**src/hw/rtl/wfpc_pkg.sv**
```systemverilog
`default_nettype none
// ----------------------------------------------------------------------------
// wfpc_pkg
// Shared types and constants for the 802.11 frame protocol classifier.
// ----------------------------------------------------------------------------
package wfpc_pkg;

    localparam int MAX_FRAME_BYTES = 4095;
    localparam int POS_W           = $clog2(MAX_FRAME_BYTES + 1);
    // compare width: holds the largest header offset (104) without wrapping
    localparam int CMP_W           = (POS_W > 7) ? POS_W + 1 : 8;

    localparam logic [1:0] KIND_MGMT = 2'd0;
    localparam logic [1:0] KIND_CTRL = 2'd1;
    localparam logic [1:0] KIND_DATA = 2'd2;
    localparam logic [1:0] KIND_MISC = 2'd3;

    localparam logic [1:0] FTYPE_MGMT = 2'd0;
    localparam logic [1:0] FTYPE_DATA = 2'd2;

    localparam logic [1:0] FILT_ALL   = 2'd0;
    localparam logic [1:0] FILT_PROTO = 2'd1;
    localparam logic [1:0] FILT_DATA  = 2'd2;
    localparam logic [1:0] FILT_MGMT  = 2'd3;

    localparam logic [15:0] ETH_ARP  = 16'h0806;
    localparam logic [15:0] ETH_IPV6 = 16'h86DD;
    localparam logic [15:0] ETH_IPV4 = 16'h0800;
    localparam logic [23:0] LLC_SNAP = 24'hAAAA03;

    localparam logic [7:0] IPPROTO_ICMP = 8'd1;
    localparam logic [7:0] IPPROTO_TCP  = 8'd6;
    localparam logic [7:0] IPPROTO_UDP  = 8'd17;

    localparam logic [15:0] PORT_DHCP_S = 16'd67;
    localparam logic [15:0] PORT_DHCP_C = 16'd68;
    localparam logic [15:0] PORT_MDNS   = 16'd5353;
    localparam logic [15:0] PORT_DNS    = 16'd53;
    localparam logic [15:0] PORT_HTTP   = 16'd80;
    localparam logic [15:0] PORT_HTTPS  = 16'd443;

    localparam logic [3:0] CLS_UNKNOWN   = 4'd0;
    localparam logic [3:0] CLS_PROTECTED = 4'd1;
    localparam logic [3:0] CLS_ARP       = 4'd2;
    localparam logic [3:0] CLS_IPV6      = 4'd3;
    localparam logic [3:0] CLS_IPV4      = 4'd4;
    localparam logic [3:0] CLS_ICMP      = 4'd5;
    localparam logic [3:0] CLS_UDP       = 4'd6;
    localparam logic [3:0] CLS_DHCP      = 4'd7;
    localparam logic [3:0] CLS_MDNS      = 4'd8;
    localparam logic [3:0] CLS_DNS       = 4'd9;
    localparam logic [3:0] CLS_TCP       = 4'd10;
    localparam logic [3:0] CLS_HTTP      = 4'd11;
    localparam logic [3:0] CLS_HTTPS     = 4'd12;

    // frame state captured byte by byte
    typedef struct packed {
        logic [POS_W-1:0]  len;
        logic [1:0]        kind;
        logic [15:0]       fc;
        logic [2:0][47:0]  addr;
        logic [39:0]       snap;
        logic [3:0]        ihl;
        logic [7:0]        proto;
        logic [1:0][31:0]  ip;
        logic [1:0][15:0]  port;
    } frame_rec_t;

    typedef struct packed {
        logic [31:0] seq_id;
        logic [1:0]  frame_type;
        logic [3:0]  frame_subtype;
        logic        protected_flag;
        logic [3:0]  protocol_class;
        logic [47:0] receiver_addr;
        logic [47:0] transmitter_addr;
        logic [47:0] third_addr;
        logic [31:0] src_ip;
        logic [31:0] dst_ip;
        logic [15:0] src_port;
        logic [15:0] dst_port;
    } result_t;

    // 802.11 payload offset from DS bits and QoS subtype bit
    function automatic logic [CMP_W-1:0] payload_offset(input logic [15:0] fc);
        logic [CMP_W-1:0] po;
        po = CMP_W'(24);
        if (fc[9:8] == 2'b11) po = po + CMP_W'(6);
        if (fc[7]) po = po + CMP_W'(2);
        return po;
    endfunction

endpackage
`default_nettype wire

```
**src/hw/rtl/wfpc_capture.sv**
```systemverilog
`default_nettype none
// ----------------------------------------------------------------------------
// wfpc_capture
// Byte-wise header capture; hands a frame record over on the last byte.
// ----------------------------------------------------------------------------
module wfpc_capture import wfpc_pkg::*; (
    input  wire logic        aclk,
    input  wire logic        aresetn,
    input  wire logic        in_valid,
    output logic             in_ready,
    input  wire logic [7:0]  frame_byte,
    input  wire logic        last_byte,
    input  wire logic [1:0]  rx_kind,
    output logic             rec_valid,
    output frame_rec_t       rec,
    input  wire logic        rec_ready
);

    frame_rec_t st_reg, st_next;
    frame_rec_t rec_reg;
    logic       rec_valid_reg;
    logic       accept;

    logic [CMP_W-1:0] p, po, no, to;
    logic [15:0]      ether;

    assign in_ready  = !rec_valid_reg || rec_ready;
    assign accept    = in_valid && in_ready;
    assign rec_valid = rec_valid_reg;
    assign rec       = rec_reg;

    always_comb begin
        st_next = st_reg;
        p       = CMP_W'(st_reg.len);
        po      = payload_offset(st_reg.fc);
        no      = po + CMP_W'(8);
        to      = no + CMP_W'({st_reg.ihl, 2'b00});
        ether   = st_reg.snap[15:0];
        if (st_reg.len < POS_W'(MAX_FRAME_BYTES)) begin
            st_next.len = st_reg.len + POS_W'(1);
            if (p == CMP_W'(0)) begin
                st_next.fc[7:0] = frame_byte;
            end else if (p == CMP_W'(1)) begin
                st_next.fc[15:8] = frame_byte;
            end else if (p >= CMP_W'(4) && p < CMP_W'(10)) begin
                st_next.addr[0] = {st_reg.addr[0][39:0], frame_byte};
            end else if (p >= CMP_W'(10) && p < CMP_W'(16)) begin
                st_next.addr[1] = {st_reg.addr[1][39:0], frame_byte};
            end else if (p >= CMP_W'(16) && p < CMP_W'(22)) begin
                st_next.addr[2] = {st_reg.addr[2][39:0], frame_byte};
            end else if ((p >= po && p < po + CMP_W'(3)) || p == po + CMP_W'(6)
                         || p == po + CMP_W'(7)) begin
                st_next.snap = {st_reg.snap[31:0], frame_byte};
            end else if (ether == ETH_ARP) begin
                if (p >= no + CMP_W'(14) && p < no + CMP_W'(18)) begin
                    st_next.ip[0] = {st_reg.ip[0][23:0], frame_byte};
                end else if (p >= no + CMP_W'(24) && p < no + CMP_W'(28)) begin
                    st_next.ip[1] = {st_reg.ip[1][23:0], frame_byte};
                end
            end else if (p == no) begin
                st_next.ihl = frame_byte[3:0];
            end else if (p == no + CMP_W'(9)) begin
                st_next.proto = frame_byte;
            end else if (p >= no + CMP_W'(12) && p < no + CMP_W'(16)) begin
                st_next.ip[0] = {st_reg.ip[0][23:0], frame_byte};
            end else if (p >= no + CMP_W'(16) && p < no + CMP_W'(20)) begin
                st_next.ip[1] = {st_reg.ip[1][23:0], frame_byte};
            end else if (st_reg.ihl >= 4'd5) begin
                if (p >= to && p < to + CMP_W'(2)) begin
                    st_next.port[0] = {st_reg.port[0][7:0], frame_byte};
                end else if (p >= to + CMP_W'(2) && p < to + CMP_W'(4)) begin
                    st_next.port[1] = {st_reg.port[1][7:0], frame_byte};
                end
            end
        end
        st_next.kind = rx_kind;
    end

    always_ff @(posedge aclk) begin
        if (!aresetn) begin
            st_reg        <= '0;
            rec_valid_reg <= 1'b0;
        end else begin
            if (accept) begin
                st_reg <= last_byte ? '0 : st_next;
            end
            if (accept && last_byte) begin
                rec_valid_reg <= 1'b1;
            end else if (rec_ready) begin
                rec_valid_reg <= 1'b0;
            end
        end
    end

    always_ff @(posedge aclk) begin
        if (accept && last_byte) begin
            rec_reg <= st_next;
        end
    end

    a_pos_bound: assert property (@(posedge aclk) disable iff (!aresetn)
        st_reg.len <= POS_W'(MAX_FRAME_BYTES))
        else $error("byte position past frame bound");

    a_clear_after_last: assert property (@(posedge aclk) disable iff (!aresetn)
        (accept && last_byte) |=> (st_reg.len == '0 && rec_valid_reg))
        else $error("frame state not cleared or record not posted after last byte");

    a_rec_hold: assert property (@(posedge aclk) disable iff (!aresetn)
        (rec_valid_reg && !rec_ready) |=> (rec_valid_reg && $stable(rec_reg)))
        else $error("frame record changed while waiting");

endmodule
`default_nettype wire

```
**src/hw/rtl/wfpc_classify.sv**
```systemverilog
`default_nettype none
// ----------------------------------------------------------------------------
// wfpc_classify
// Classifies a captured frame, counts it, filters it and holds the result.
// ----------------------------------------------------------------------------
module wfpc_classify import wfpc_pkg::*; (
    input  wire logic        aclk,
    input  wire logic        aresetn,
    input  wire logic        cfg_we,
    input  wire logic [1:0]  cfg_wdata,
    input  wire logic        rec_valid,
    input  wire frame_rec_t  rec,
    output logic             rec_ready,
    output logic             res_valid,
    output result_t          res,
    input  wire logic        res_ready
);

    logic [1:0]  filter_mode_reg;
    logic [31:0] seq_reg;
    logic        res_valid_reg;
    result_t     res_reg, res_next;

    logic [CMP_W-1:0] len, po, no, hl, to;
    logic [15:0]      ether, sp, dp;
    logic [1:0]       ftype;
    logic [3:0]       cls;
    logic [31:0]      sip, dip;
    logic             counted, keep, take;

    assign rec_ready = !res_valid_reg || res_ready;
    assign take      = rec_valid && rec_ready;
    assign res_valid = res_valid_reg;
    assign res       = res_reg;

    always_comb begin
        len   = CMP_W'(rec.len);
        po    = payload_offset(rec.fc);
        no    = po + CMP_W'(8);
        hl    = CMP_W'({rec.ihl, 2'b00});
        to    = no + hl;
        ether = rec.snap[15:0];
        ftype = rec.fc[3:2];
        cls   = CLS_UNKNOWN;
        sip   = '0;
        dip   = '0;
        sp    = '0;
        dp    = '0;
        counted = (rec.kind != KIND_MISC) && (len >= CMP_W'(2));
        if (rec.fc[14]) begin
            cls = CLS_PROTECTED;
        end else if (rec.kind == KIND_DATA && len >= CMP_W'(32) && len >= no
                     && rec.snap[39:16] == LLC_SNAP) begin
            if (ether == ETH_ARP) begin
                cls = CLS_ARP;
                if (len >= no + CMP_W'(28)) begin
                    sip = rec.ip[0];
                    dip = rec.ip[1];
                end
            end else if (ether == ETH_IPV6) begin
                cls = CLS_IPV6;
            end else if (ether == ETH_IPV4 && len >= no + CMP_W'(20)) begin
                cls = CLS_IPV4;
                if (rec.ihl >= 4'd5 && len >= to) begin
                    sip = rec.ip[0];
                    dip = rec.ip[1];
                    if (rec.proto == IPPROTO_ICMP) begin
                        cls = CLS_ICMP;
                    end else if ((rec.proto == IPPROTO_TCP || rec.proto == IPPROTO_UDP)
                                 && len >= to + CMP_W'(4)) begin
                        sp = rec.port[0];
                        dp = rec.port[1];
                        if (rec.proto == IPPROTO_UDP) begin
                            cls = CLS_UDP;
                            if (sp == PORT_DHCP_S || sp == PORT_DHCP_C ||
                                dp == PORT_DHCP_S || dp == PORT_DHCP_C) begin
                                cls = CLS_DHCP;
                            end else if (sp == PORT_MDNS || dp == PORT_MDNS) begin
                                cls = CLS_MDNS;
                            end else if (sp == PORT_DNS || dp == PORT_DNS) begin
                                cls = CLS_DNS;
                            end
                        end else begin
                            cls = CLS_TCP;
                            if (sp == PORT_HTTP || dp == PORT_HTTP) begin
                                cls = CLS_HTTP;
                            end else if (sp == PORT_HTTPS || dp == PORT_HTTPS) begin
                                cls = CLS_HTTPS;
                            end
                        end
                    end
                end
            end
        end

        unique case (filter_mode_reg)
            FILT_ALL:   keep = 1'b1;
            FILT_PROTO: keep = (ftype == FTYPE_DATA) || (cls != CLS_UNKNOWN);
            FILT_DATA:  keep = (ftype == FTYPE_DATA);
            FILT_MGMT:  keep = (ftype == FTYPE_MGMT);
            default:    keep = 1'b1;
        endcase

        res_next.seq_id           = seq_reg + 32'd1;
        res_next.frame_type       = ftype;
        res_next.frame_subtype    = rec.fc[7:4];
        res_next.protected_flag   = rec.fc[14];
        res_next.protocol_class   = cls;
        res_next.receiver_addr    = (len >= CMP_W'(10)) ? rec.addr[0] : '0;
        res_next.transmitter_addr = (len >= CMP_W'(16)) ? rec.addr[1] : '0;
        res_next.third_addr       = (len >= CMP_W'(22)) ? rec.addr[2] : '0;
        res_next.src_ip           = sip;
        res_next.dst_ip           = dip;
        res_next.src_port         = sp;
        res_next.dst_port         = dp;
    end

    always_ff @(posedge aclk) begin
        if (!aresetn) begin
            filter_mode_reg <= FILT_ALL;
            seq_reg         <= '0;
            res_valid_reg   <= 1'b0;
        end else begin
            if (cfg_we) begin
                filter_mode_reg <= cfg_wdata;
            end
            if (take && counted) begin
                seq_reg <= seq_reg + 32'd1;
            end
            if (take) begin
                res_valid_reg <= counted && keep;
            end else if (res_ready) begin
                res_valid_reg <= 1'b0;
            end
        end
    end

    always_ff @(posedge aclk) begin
        if (take && counted && keep) begin
            res_reg <= res_next;
        end
    end

    a_seq_step: assert property (@(posedge aclk) disable iff (!aresetn)
        (take && counted) |=> seq_reg == $past(seq_reg) + 32'd1)
        else $error("sequence counter did not step by one");

    a_res_from_rec: assert property (@(posedge aclk) disable iff (!aresetn)
        $rose(res_valid_reg) |-> $past(take && counted && keep))
        else $error("result appeared without a counted record");

    a_prot_class: assert property (@(posedge aclk) disable iff (!aresetn)
        (res_valid_reg && res_reg.protected_flag) |-> res_reg.protocol_class == CLS_PROTECTED)
        else $error("protected frame with non-protected class");

endmodule
`default_nettype wire

```
**src/hw/rtl/wifi_frame_protocol_classifier.sv**
```systemverilog
`default_nettype none
// ----------------------------------------------------------------------------
// wifi_frame_protocol_classifier
// 802.11 frame parser: header fields, LLC/SNAP, ARP/IPv4/IPv6 and port class.
// ----------------------------------------------------------------------------
// Channel  Dir  Handshake          Payload
// s_       in   s_valid/s_ready    s_frame_byte, s_last_byte, s_rx_kind
// m_       out  m_valid/m_ready    m_seq_id .. m_dst_port (at most one record per frame)
// cfg_     in   cfg_we             cfg_wdata (filter mode)
//
// One frame byte per cycle while s_ready is high. After the last byte a record
// passes the capture register, then the classify/result register.
// Reset clears frame state, sequence counter and filter mode.
// s_ready drops only while a finished frame record waits behind a stalled m_.
// ----------------------------------------------------------------------------
module wifi_frame_protocol_classifier import wfpc_pkg::*; (
    input  wire logic        aclk,
    input  wire logic        aresetn,
    input  wire logic        cfg_we,
    input  wire logic [1:0]  cfg_wdata,
    input  wire logic        s_valid,
    output logic             s_ready,
    input  wire logic [7:0]  s_frame_byte,
    input  wire logic        s_last_byte,
    input  wire logic [1:0]  s_rx_kind,
    output logic             m_valid,
    input  wire logic        m_ready,
    output logic [31:0]      m_seq_id,
    output logic [1:0]       m_frame_type,
    output logic [3:0]       m_frame_subtype,
    output logic             m_protected_flag,
    output logic [3:0]       m_protocol_class,
    output logic [47:0]      m_receiver_addr,
    output logic [47:0]      m_transmitter_addr,
    output logic [47:0]      m_third_addr,
    output logic [31:0]      m_src_ip,
    output logic [31:0]      m_dst_ip,
    output logic [15:0]      m_src_port,
    output logic [15:0]      m_dst_port
);

    frame_rec_t rec;
    logic       rec_valid, rec_ready;
    result_t    res;

    wfpc_capture u_capture (
        .aclk       (aclk),
        .aresetn    (aresetn),
        .in_valid   (s_valid),
        .in_ready   (s_ready),
        .frame_byte (s_frame_byte),
        .last_byte  (s_last_byte),
        .rx_kind    (s_rx_kind),
        .rec_valid  (rec_valid),
        .rec        (rec),
        .rec_ready  (rec_ready)
    );

    wfpc_classify u_classify (
        .aclk      (aclk),
        .aresetn   (aresetn),
        .cfg_we    (cfg_we),
        .cfg_wdata (cfg_wdata),
        .rec_valid (rec_valid),
        .rec       (rec),
        .rec_ready (rec_ready),
        .res_valid (m_valid),
        .res       (res),
        .res_ready (m_ready)
    );

    assign m_seq_id           = res.seq_id;
    assign m_frame_type       = res.frame_type;
    assign m_frame_subtype    = res.frame_subtype;
    assign m_protected_flag   = res.protected_flag;
    assign m_protocol_class   = res.protocol_class;
    assign m_receiver_addr    = res.receiver_addr;
    assign m_transmitter_addr = res.transmitter_addr;
    assign m_third_addr       = res.third_addr;
    assign m_src_ip           = res.src_ip;
    assign m_dst_ip           = res.dst_ip;
    assign m_src_port         = res.src_port;
    assign m_dst_port         = res.dst_port;

endmodule
`default_nettype wire

```
**config.mk**
```make
export PLATFORM = sky130hd
export DESIGN_NAME = wifi_frame_protocol_classifier
export DESIGN_NICKNAME = d
export VERILOG_FILES = /design/src/hw/rtl/wfpc_pkg.sv /design/src/hw/rtl/wfpc_capture.sv /design/src/hw/rtl/wfpc_classify.sv /design/src/hw/rtl/wifi_frame_protocol_classifier.sv
export SDC_FILE = /design/constraint.sdc
export NUM_CORES = 1
export LEC_CHECK = 0
export BUFFER_PORTS_ARGS = -buffer_cell sky130_fd_sc_hd__buf_2
export CAP_MARGIN = 25
export CELL_PAD_IN_SITES_DETAIL_PLACEMENT = 1
export CELL_PAD_IN_SITES_GLOBAL_PLACEMENT = 1
export CORE_MARGIN = 2
export CORE_UTILIZATION = 49
export DETAILED_ROUTE_END_ITERATION = 12
export PLACE_DENSITY = 0.87
export SYNTH_ARGS = -nofsm -noshare
export SYNTH_HDL_FRONTEND = slang
export SYNTH_SLANG_ARGS = --single-unit
```
**constraint.sdc**
```tcl
create_clock -name aclk -period 14.2 [get_ports aclk]
set_clock_uncertainty 0.1 [all_clocks]
set_input_delay 2.84 -clock aclk [delete_from_list [all_inputs] [get_ports aclk]]
set_output_delay 2.84 -clock aclk [all_outputs]
set_load 0.005 [all_outputs]
```
# Word-level counts from Yosys, hierarchy flattened
# Index checks and enable logic that the tools add are counted.
[word_totals]
register_bits = 960
wordCells = 251
[op_classes]
n_reduce_logical = 46
bitwise_logic = 4
n_mux = 70
addsub = 24
eq_ne = 33
n_lt_le_gt_ge = 33
[op_table]
columns = ["operator", "count"]
rows = [
  ["two-way mux 32 bit", 20],
  ["two-way mux 292 bit", 2],
  ["two-way mux 148 bit", 3],
  ["two-way mux 322 bit", 1],
  ["two-way mux 308 bit", 1],
  ["two-way mux 48 bit", 4],
  ["two-way mux 96 bit", 2],
  [">= comparator 12 x 13 -> 1 bit", 12],
  ["two-way mux 108 bit", 1],
  ["two-way mux 104 bit", 1],
  ["equality test 16 x 7 -> 1 bit, second input constant", 6],
  ["adder 13 x 5 -> 13 bit, second input constant", 7],
  ["less-than comparator 12 x 13 -> 1 bit", 7],
  ["adder 13 x 4 -> 13 bit, second input constant", 5],
  ["two-way mux 64 bit", 1],
  ["two-way mux 4 bit", 14],
  ["adder 13 x 3 -> 13 bit, second input constant", 4],
  ["equality test 12 x 13 -> 1 bit", 4],
  ["equality test 16 x 12 -> 1 bit, second input constant", 3],
  ["two-way mux 16 bit", 3],
  ["two-way mux 40 bit", 1],
  [">= comparator 12 x 5 -> 1 bit, second input constant", 3],
  ["adder 32 x 1 -> 32 bit, second input constant", 1],
  ["equality test 16 x 13 -> 1 bit, second input constant", 2],
  ["40 further kinds", 102],
]

# Depth between registers and ports, before layout
[logic_depth]
depth_word = 25
ltp_mapped = 19

# Cells and area by module
# Synthesis repeated with hierarchy kept, for this count alone.
[unflattened]
cells_unflattened = 3234
hier_area_um2 = 40614.0
[modules_own_cells]
columns = ["mod", "area_per_inst_um2", "cells_per_inst", "instances"]
rows = [
  ["wfpc_capture", 26636.8, 2118, 1],
  ["wfpc_classify", 13977.2, 1116, 1],
]

# Least setup slack after synthesis
# OpenSTA, ideal clock, no wires.
[synth_path]
kind = "input to register"
startpoint = "input port m_ready"
endpoint = "register u_classify.res_reg, in the netlist u_classify.res[0] (enable)"
setup_ns = 0.682
cell_stages = 5
path_buffers = 1
arrival_ns = 10.156
slack_ns = 3.262
cell_sequence = "nand2b_1 > nand3_1 > a21oi_1 > clkbuf_1 > and3_1"
[synth_between]
elab_chain_cells = 4
[synth_rtl]
columns = ["item", "line", "text"]
rows = [
  ["start: declaration", "wifi_frame_protocol_classifier.sv:27", "input wire logic m_ready,"],
  ["logical OR 1 bit", "wfpc_classify.sv:31", "assign rec_ready = !res_valid_reg || res_ready;"],
  ["logical AND 1 bit", "wfpc_classify.sv:32", "assign take = rec_valid && rec_ready;"],
  ["logical AND 1 bit (2 in series)", "wfpc_classify.sv:139", "if (take && counted && keep) begin"],
  ["end signal: assignment", "wfpc_classify.sv:140", "res_reg <= res_next;"],
  ["end: declaration", "wfpc_classify.sv:22", "result_t res_reg, res_next;"],
]
# Every way passes these cells.
# A chain may end at the register's enable or synchronous reset.

# Worst setup path in the final report
[layout_path]
startpoint = "input port m_ready"
endpoint = "output port s_ready"
[layout_between]
elab_chain_cells = 2
[layout_rtl]
columns = ["item", "line", "text"]
rows = [
  ["logical OR 1 bit", "wfpc_classify.sv:31", ""],
  ["logical OR 1 bit", "wfpc_capture.sv:27", "assign in_ready = !rec_valid_reg || rec_ready;"],
  ["end: declaration", "wifi_frame_protocol_classifier.sv:22", "output logic s_ready,"],
]
# Every way passes these cells.

==> results.tsv <==
stage	metric	value	unit
outcome	status	completed	
timing	timing.fmax	156.8	MHz
drt	detail_route.wl_per_cell	24.35	um
synthesis	synthDominantCellAreaShare	0.4517	
placed_design	hpwlAfterDp	68760	um
pwr	internal_power	0.004595	W
drt	drc	0	
synthesis	synth_cell_types	88	
finish	seq_area	24940	um2
floorplan	dieArea	83430	um2
finish	drive_gt1_frac	0.2247	
clocking	clk_latency	670	ps
timing	fin_tns_setup	0	ps
synthesis	synth.avg_cell_area	12.61	um2
critical_path	endpoint_kind	primary output	
clocking	root_buffer	clkbuf_16	
drt	drt-total-wl	110800	um
floorplan	dieHeight	288.8	um
synthesis	synth_compound_area_frac	0.09071	
pwr	p_per_area	128.8	nW/um2
synthesis	synth_area_leaders	edfxtp_1 45%, dfxtp_1 18%, mux2_2 6.5%	
critical_path	crit_required	11260	ps
clocking	cts_tree	built	
global_route	grt_use_total	0.2589	
job	timing.max_cap.violations	0	
timing	finalCritPeriodShare	0.4490	
synthesis	synth.area.mux_share	0.07938	
synthesis	synth_top_family_by_area	simple AND/OR/NAND/NOR gates	
pwr	finalPower	0.005892	W
finish	nets	3521	
clocking	clkSinkCount	947	
critical_path	ff2ff_setup_slack	8030	ps
global_route	antenna_found_initial	5	
finish	stdcell_area	45750	um2
placed_design	place_area	42290	um2
synthesis	synth-edff-count	598	
critical_path	reg2reg_depth	17	
synthesis	yosys_warnings	0	
drt	via_count	26800	
clocking	cts_max_level	3	
timing	setup-violations-final	0	
pwr	switching_share	0.2202	
pwr	p_sw	0.001297	W
finish	num_antenna_cells	0	
drt	via_per_inst	5.886	
synthesis	synth_common_cells	598 x edfxtp_1, 349 x dfxtp_1, 248 x nor2_1	
synthesis	ys_seq_area_frac	0.6275	
critical_path	critPathLaunchType	primary input	
critical_path	reg2reg_to	u_capture.rec[29]	
timing	timing_hold_violations_final	0	
min_path	min_path_type	register to register	
synthesis	yosysTopAreaCell	edfxtp_1	
timing	relSlewSlack	0.3079	
placed_design	port_buffers	302	
clocking	cts_buffers	97	
floorplan	rows	104	
clocking	clkSlewWorstSetupHoldPaths	60	ps
synthesis	synthSimpleGateAreaFrac	0.1248	
critical_path	critPathLaunch	m_ready	
global_route	grt_pass1_vias	28420	
global_route	grt_start_max_net_pins	166	
pwr	p_comb_frac	0.031	
clocking	cts_hold_buf	0	
critical_path	endpoint	s_ready	
timing	layout_min_cycle_time	6376	ps
timing	rsz0062_at_grt	false	
pwr	ir_drop	0.1290	mV
synthesis	synth_fa_ha_area_frac	0.03059	
synthesis	syn_inst	3152	
floorplan	ios	303	
placed_design	gp_congestion	0.8410	
synthesis	synth-xor-area-share	0.01740	
pwr	pwr-share-seq	0.507	
pwr	p_clk_frac	0.462	
finish	largest_reg_flops	315	
global_route	grt_pass1_wl	167300	um
floorplan	start_util	0.4944	
critical_path	crit_type	primary input to primary output	
timing	worst_slew_pin_slew	1038	ps
floorplan	coreArea	80420	um2
finish	num-fill-cells	8019	
finish	multiInputGateArea	13800	um2
drt	drt_iter0_drc	2179	
critical_path	r2r_start	u_capture.st_reg[300]	
synthesis	ys.flop_type	edfxtp_1	
timing	slew_violations	0	
synthesis	syn_area	39750	um2
critical_path	cp.arrival	3440	ps
floorplan	die_w	288.8	um
critical_path	path_max_fanout	4	
pwr	p_leak	17.14	nW
drt	drt-pass1-iter-count	5	
clocking	post_cts_buffers	0	
drt	antenna_left	0	
placed_design	place_ws	7531	ps
synthesis	synth.most_common_cell	edfxtp_1	
clocking	cts_buffer_depth	3	
finish	syn2layout_area_growth	15.09	%
clocking	cts_resized	0	
synthesis	synth-async-reset-ratio	0	
global_route	overflow	0	
synthesis	ys_ff_latch	947	
timing	setup_slack	7824	ps
critical path: stages:
cell      delay [ps]
buf_2            100
nand3b_1         280
buf_2            210
layout make-up:
| type | instances | area share |
|---|---|---|
| Sequential cell | 947 | 0.5452 |
| Tap cell | 1060 | 0.02899 |
| Timing Repair Buffer | 343 | 0.04135 |
| Clock inverter | 65 | 0.01761 |
| Inverter | 98 | 0.008314 |
| Clock buffer | 119 | 0.05688 |
| Multi-Input combinational cell | 1921 | 0.3016 |
cell families (layout without fill, tap and decap cells):
kind of cell | Yosys count | after routing
xor gates and xnor gates | 79 | 79
AOI/OAI and AO/OA | 506 | 506
DFF | 947 | 947
other | 1 | 8
muxes | 280 | 280
buffers and inverters | 291 | 625
adders and majority gates | 97 | 97
and+or+nand+nor | 951 | 951
metal layers:
metal  GRT usage  vias up  share of wire
li1            -    12080              -
met2      0.4654      782           0.52
met4     0.09652        2          0.033
met1      0.3116    13710           0.40
met5           0        -        0.00012
met3     0.04236      225          0.050
power groups by stage:
stage               clock network, W  registers [W]  logic [W]
floorplan                          0        0.00306  0.0000975
global placement                   0        0.00304   0.000172
detailed placement                 0        0.00305   0.000178
CTS                          0.00276        0.00299   0.000180
global route                 0.00286        0.00299   0.000194
finish                       0.00272        0.00299   0.000181
how the worst min path moves through the flow:
stage	startpoint	end	slack, ps	depth (start not counted)
6_report	u_capture.rec[298]	u_classify.res[247]	310	0
5_1_grt	u_capture.rec[298]	u_classify.res[247]	320	0
4_1_cts	u_capture.rec[298]	u_classify.res[247]	320	0
3_5_place_dp	u_capture.rec[296]	u_classify.res[245]	310	0
3_3_place_gp	u_capture.rec[297]	u_classify.res[246]	300	0
2_1_floorplan	u_capture.rec[296]	u_classify.res[245]	300	0
cells in the final DEF, fill, tap and decap left out, types with 32 or more instances in the layout:
cell,instances
edfxtp_1,598
dfxtp_1,349
buf_2,302
nor2_1,245
mux2_2,229
nand2_1,168
a22oi_1,161
and2_1,158
nor2b_1,109
clkbuf_16,99
inv_1,96
ha_1,94
o22ai_1,84
nand3_1,74
o21ai_0,60
xnor2_1,47
a22o_1,41
a21oi_1,39
buf_4,37
nand4_1,32
xor2_1,32
stage by stage:
step                hold WS [ps]    util  cells
floorplan                  300.3       -   3159
global placement           301.6  0.5255   4366
detailed placement         307.0  0.5259   4367
CTS                        315.5  0.5682   4551
global route               320.4  0.5689   4553
finish                     313.0  0.5689   4553
Power figures use the tool's default switching activity.
